[src/design/nrls_pkg.sv]
`timescale 1ns / 1ps
// ----------------------------------------------------------------------------
// nrls_pkg
// Shared types and codes of the nested region latency statistics block.
// ----------------------------------------------------------------------------
package nrls_pkg;

    // Field widths fixed by the item layout
    localparam int REGION_W = 4;
    localparam int TS_W     = 48;
    localparam int AVG_W    = 64;
    localparam int CALLS_W  = 32;
    localparam int TOTAL_W  = 64;

    // Stream layout
    localparam int IN_DATA_W  = 56;
    localparam int OUT_DATA_W = 248;
    localparam int OUT_DUR_LO = 4;
    localparam int OUT_AVG_LO = 52;
    localparam int OUT_MIN_LO = 116;
    localparam int OUT_MAX_LO = 164;
    localparam int OUT_CLS_LO = 212;
    localparam int OUT_CLS_HI = 243;

    typedef enum logic [1:0] {
        MODE_BEGIN = 2'd0,
        MODE_END   = 2'd1,
        MODE_RESET = 2'd2,
        MODE_QUERY = 2'd3
    } t_mode;

    typedef enum logic [1:0] {
        STAT_OK     = 2'd0,
        STAT_FULL   = 2'd1,
        STAT_EMPTY  = 2'd2,
        STAT_NOCALL = 2'd3
    } t_status;

    typedef enum logic [3:0] {
        S_IDLE,
        S_DISP,
        S_POP,
        S_RDROW,
        S_LOAD,
        S_BEGIN,
        S_DUR,
        S_INS,
        S_TOT,
        S_WRITE,
        S_QCHK,
        S_TRIM,
        S_DIVGO,
        S_DIV,
        S_RES,
        S_OUT
    } t_state;

    typedef struct packed {
        logic cap;
        logic push;
        logic pop_rd;
        logic pop_take;
        logic row_rd;
        logic row_load;
        logic beg_upd;
        logic dur_calc;
        logic ins_step;
        logic tot_upd;
        logic row_wr;
        logic trim_init;
        logic trim_step;
        logic div_start;
        logic set_err;
        logic clr_used;
        logic res_load;
    } t_cmd;

    typedef struct packed {
        t_mode mode;
        logic  full;
        logic  empty;
        logic  calls_zero;
        logic  calls_small;
        logic  ins_last;
        logic  trim_last;
        logic  div_done;
        logic  out_taken;
    } t_sts;

endpackage

[src/design/nrls_ctrl.sv]
`timescale 1ns / 1ps
// ----------------------------------------------------------------------------
// nrls_ctrl
// Sequencer: steps one item through stack, row access, update and result.
// ----------------------------------------------------------------------------
module nrls_ctrl (
    input  logic           i_clk,
    input  logic           i_rst_n,
    input  logic           i_in_valid,
    output logic           o_in_ready,
    input  nrls_pkg::t_sts i_sts,
    output nrls_pkg::t_cmd o_cmd
);
    import nrls_pkg::*;

    t_state r_state;
    t_state n_state;

    always_ff @(posedge i_clk) begin
        if (!i_rst_n) begin
            r_state <= S_IDLE;
        end else begin
            r_state <= n_state;
        end
    end

    always_comb begin
        n_state = r_state;
        unique case (r_state)
            S_IDLE:  if (i_in_valid) n_state = S_DISP;
            S_DISP: begin
                unique case (i_sts.mode)
                    MODE_BEGIN: n_state = i_sts.full ? S_RES : S_RDROW;
                    MODE_END:   n_state = i_sts.empty ? S_RES : S_POP;
                    MODE_RESET: n_state = S_RES;
                    MODE_QUERY: n_state = S_RDROW;
                    default:    n_state = S_RES;
                endcase
            end
            S_POP:   n_state = S_RDROW;
            S_RDROW: n_state = S_LOAD;
            S_LOAD: begin
                unique case (i_sts.mode)
                    MODE_BEGIN: n_state = S_BEGIN;
                    MODE_END:   n_state = S_DUR;
                    default:    n_state = S_QCHK;
                endcase
            end
            S_BEGIN: n_state = S_WRITE;
            S_DUR:   n_state = S_INS;
            S_INS:   if (i_sts.ins_last) n_state = S_TOT;
            S_TOT:   n_state = S_WRITE;
            S_WRITE: n_state = S_RES;
            S_QCHK: begin
                if (i_sts.calls_zero)       n_state = S_RES;
                else if (i_sts.calls_small) n_state = S_DIVGO;
                else                        n_state = S_TRIM;
            end
            S_TRIM:  if (i_sts.trim_last) n_state = S_DIVGO;
            S_DIVGO: n_state = S_DIV;
            S_DIV:   if (i_sts.div_done) n_state = S_RES;
            S_RES:   n_state = S_OUT;
            S_OUT:   if (i_sts.out_taken) n_state = S_IDLE;
            default: n_state = S_IDLE;
        endcase
    end

    always_comb begin
        o_cmd      = '0;
        o_in_ready = 1'b0;
        unique case (r_state)
            S_IDLE: begin
                o_in_ready = 1'b1;
                o_cmd.cap  = i_in_valid;
            end
            S_DISP: begin
                unique case (i_sts.mode)
                    MODE_BEGIN: begin
                        o_cmd.set_err = i_sts.full;
                        o_cmd.push    = !i_sts.full;
                    end
                    MODE_END: begin
                        o_cmd.set_err = i_sts.empty;
                        o_cmd.pop_rd  = !i_sts.empty;
                    end
                    MODE_RESET: o_cmd.clr_used = 1'b1;
                    default:    o_cmd.set_err  = 1'b0;
                endcase
            end
            S_POP:   o_cmd.pop_take = 1'b1;
            S_RDROW: o_cmd.row_rd   = 1'b1;
            S_LOAD:  o_cmd.row_load = 1'b1;
            S_BEGIN: o_cmd.beg_upd  = 1'b1;
            S_DUR:   o_cmd.dur_calc = 1'b1;
            S_INS:   o_cmd.ins_step = 1'b1;
            S_TOT:   o_cmd.tot_upd  = 1'b1;
            S_WRITE: o_cmd.row_wr   = 1'b1;
            S_QCHK: begin
                o_cmd.set_err   = i_sts.calls_zero;
                o_cmd.trim_init = 1'b1;
            end
            S_TRIM:  o_cmd.trim_step = 1'b1;
            S_DIVGO: o_cmd.div_start = 1'b1;
            S_DIV:   o_cmd.cap       = 1'b0;
            S_RES:   o_cmd.res_load  = 1'b1;
            S_OUT:   o_cmd.cap       = 1'b0;
            default: o_cmd.cap       = 1'b0;
        endcase
    end

endmodule

[config.mk]
export PLATFORM = sky130hd
export DESIGN_NAME = nrls_ctrl
export DESIGN_NICKNAME = d
export VERILOG_FILES = /design/src/design/nrls_pkg.sv /design/src/design/nrls_ctrl.sv
export SDC_FILE = /design/constraint.sdc
export NUM_CORES = 1
export LEC_CHECK = 0
export ABC_AREA = 1
export BUFFER_PORTS_ARGS = -buffer_cell sky130_fd_sc_hd__buf_4
export CAP_MARGIN = 0
export CELL_PAD_IN_SITES_DETAIL_PLACEMENT = 2
export CELL_PAD_IN_SITES_GLOBAL_PLACEMENT = 2
export CORE_AREA = 2 2 59 61
export CTS_BUF_LIST = sky130_fd_sc_hd__clkbuf_16
export CTS_CLUSTER_SIZE = 16
export DETAILED_ROUTE_END_ITERATION = 10
export DIE_AREA = 0 0 61 63
export HOLD_SLACK_MARGIN = 0.05
export PLACE_DENSITY_LB_ADDON = 0.1
export SYNTH_ARGS = -nofsm -noshare
export SYNTH_HDL_FRONTEND = slang
export SYNTH_SLANG_ARGS = --single-unit
[constraint.sdc]
create_clock -name i_clk -period 1.75 [get_ports i_clk]
set_clock_uncertainty 0.1 [all_clocks]
set_input_delay 0.35 -clock i_clk [delete_from_list [all_inputs] [get_ports i_clk]]
set_output_delay 0.35 -clock i_clk [all_outputs]
set_load 0.1 [all_outputs]
==> metrics.txt <==
number of failing hold endpoints at the final stage 0; reg2reg setup slack 160 ps; WS Path Type reg2out; Async S/R FF share, synth 0%; Period minus WS final 1740 ps; die outline area 3840 um2; data arrival at the endpoint of the critical path 1290 ps; worst supply voltage drop on vdd 0.695 mV; total standard cell area after synthesis 579 um2; number of buffer cells added on primary ports 30; total routing usage reported by global routing 16.7%; sequence of cells on the critical path inv_4 > nand2_4 > nor2_4 > inv_4 > nor3_4 > buf_12; Cells after Synth 117; final WL 3150 um; average via count per standard cell 4.40; EDFF count, synth 0; hold bufs inserted after CTS 0; number of max-slew violations in the final report 0; number of top-level design ports 31; Simple-Gate Fraction of Synth Area 60.5%; sequential element share of the synthesized area 13.8%; reported leakage power 0.682 nW; parity-gate share of the synthesized area counting xor and xnor cells 0%; share of cells above drive strength 1 53.9%; CP dominant cell by count inv_4; post-synthesis compound-gate area fraction 10.6%; proportion of netlist area held by the largest area contributor 22.7%; Setup crit end kind output pin; post-route clock period utilization 99.2%; Highest Clock Rate 576 MHz; Clk Latency, worst-skew pair 220 ps; TritonCTS clock tree done; Worst setup SP type flop; effective utilization at floorplan 17.9%; endpoint of the worst register-to-register path r_state[1]; worst r2r path cells 8; largest net degree at the start of global routing 8; main combinational cell family by area after synthesis simple AND/OR/NAND/NOR gates; Post-Syn Nets 130; total via count after detailed routing 929; clock transition at the register clock pins on the worst setup and hold paths after CTS 30 ps; CTS H-tree lvls 1; number of nets in the finished design 180; antenna violations before repair 0; Tightest Pin Transition 303 ps; number of maximum-capacitance violations 0; worst-case hold path end point r_state[0]; result of the run completed; Die Y 63 um; post-route ant nets 0; average size of a mapped cell 4.95 um2; worst hold-check path type in2reg; cell types with the largest area share after synthesis nand2_1, dfxtp_1, inv_1; master of the slowest instance on the critical path dfxtp_2; detailed placer's ending HPWL 2510 um; dominant cell type by area after synthesis nand2_1; routability congestion estimate 0.790; Worst Hold Launch i_rst_n; number of instances on the worst hold path 3; largest fanout on the critical path 4; adder-cell area share of the yosys netlist 0%; wire length of the first global-routing pass 4810 um; most common cell in the netlist nand2_1; pwr dens 1880 nW/um2; post-layout total power 0.00264 W; post-synth cell types 17; Post-synth top cells nand2_1, inv_1, nor2_1; TritonCTS sink count 4; FF-to-FF Start r_state[1]; Largest stage delay, worst path 320 ps; final global-route overflow total 0; count of antenna diodes in the layout 0; Biggest register r_state; site row count 21; synth-to-layout area growth 141%; DRC viols 0; required time of the worst setup path 1300 ps; RSZ-0062 raised after global routing true; Ys Warns 0; synthesized flop and latch total 4; setup violators final 0; Synth Flop Type dfxtp_1; count of placed standard cells in the final layout, fillers left out 211; Chip Width 61 um; startpoint of the most critical setup path r_state[1]; maximum count of clock buffers along a single path 2; Detailed Route Iter0 Violations 8; Inserted Clock Buffers 3; Rel. slew slack 79.6%; instance count after placement with tap cells included 202; max reg flops 4; number of global-route vias before repair 1008; iteration count of the initial detailed-routing pass 4; Clock Root Buffer clkbuf_16; Top Registers r_state x4; share of cell area taken by muxes after synthesis 0%; core region area 3230 um2; routed wirelength normalized by instance count 14.9 um
report_power, final:
group          internal [W]  switching [W]
clock network      0.000291      0.0000598
registers          0.000149      0.0000713
logic              0.000683        0.00138
total               0.00112        0.00151
how the worst max path moves through the flow:
stage | to | slack, ps | depth (start not counted)
after floorplan | o_cmd[14] | -290 | 6
after global placement | o_cmd[14] | 10 | 6
after detailed placement | o_cmd[14] | -20 | 6
after CTS | o_cmd[6] | -10 | 5
after global routing | o_cmd[14] | -30 | 6
final | o_cmd[14] | 10 | 6
stage by stage:
stage / cell area [um2] / util, % / setup slack [ps] / hold slack [ps] / setup TNS (ps)
floorplan: 737 / - / -293 / 375 / -1510
global placement: 1080 / 33.5 / 14.7 / 508 / 0
detailed placement: 1080 / 33.5 / -17.4 / 520 / -17.4
CTS: 1330 / 41.0 / -9.98 / 278 / -14.9
global route: 1400 / 43.3 / -33.6 / 291 / -75.3
finish: 1400 / 43.3 / 14.4 / 272 / 0
kinds of logic (layout without fill, tap and decap cells):
group	Yosys count	in the layout
AOI/OAI and AO/OA	11	11
DFF	4	4
and+or+nand+nor	79	79
buffers and inverters	23	71
routing by layer:
| metal | vias to the layer above | wire length, um | GRT usage [%] |
|---|---|---|---|
| li1 | 461 | - | - |
| met1 | 448 | 1290 | 20.7 |
| met2 | 18 | 1790 | 30.1 |
| met3 | 2 | 60 | 1.24 |
| met4 | 0 | 4 | 4.08 |
| met5 | - | 0 | 0 |
worst max-delay path, delay by kind of cell, from the launching register on:
family	cells	cell delay (ps)
and+or+nand+nor	3	390
buffers and inverters	3	360
DFF	1	320
repair_timing:
item / 4_1_cts / 5_1_grt
setup endpoints to repair: 18 / 14
pin swaps: 4 / 4
buffers inserted: 1 / 5
resized for setup: 45 / 10
cell type report:
class	instances	area, um2
clock buffers	3	75.1
fillers	378	1830
inverters	22	106
multi-input cells	90	581
flip-flops and latches	4	92.6
well taps	46	57.6
repair buffers	46	487
placed cells by master (no fill, tap or decap):
cell,Yosys,layout
inv_4,0,2
inv_2,2,1
nand4_1,3,3
and3_1,1,1
buf_4,0,30
clkinvlp_4,0,1
nand2_8,0,1
nor2_2,5,5
nand2_4,0,3
a21oi_1,4,4
dfxtp_2,0,1
nand2_1,35,29
nor2_1,17,6
o21ai_0,5,5
o21bai_1,1,1
buf_12,0,8
inv_1,20,16
clkbuf_16,0,3
inv_8,0,2
dfxtp_4,0,3
nor2_4,0,11
buf_6,0,5
nand3_2,1,1
buf_8,0,3
nor3_4,0,3
a22o_4,0,1
nand2_2,3,5
nand3_1,11,11
(Power assumes the default switching activity.)
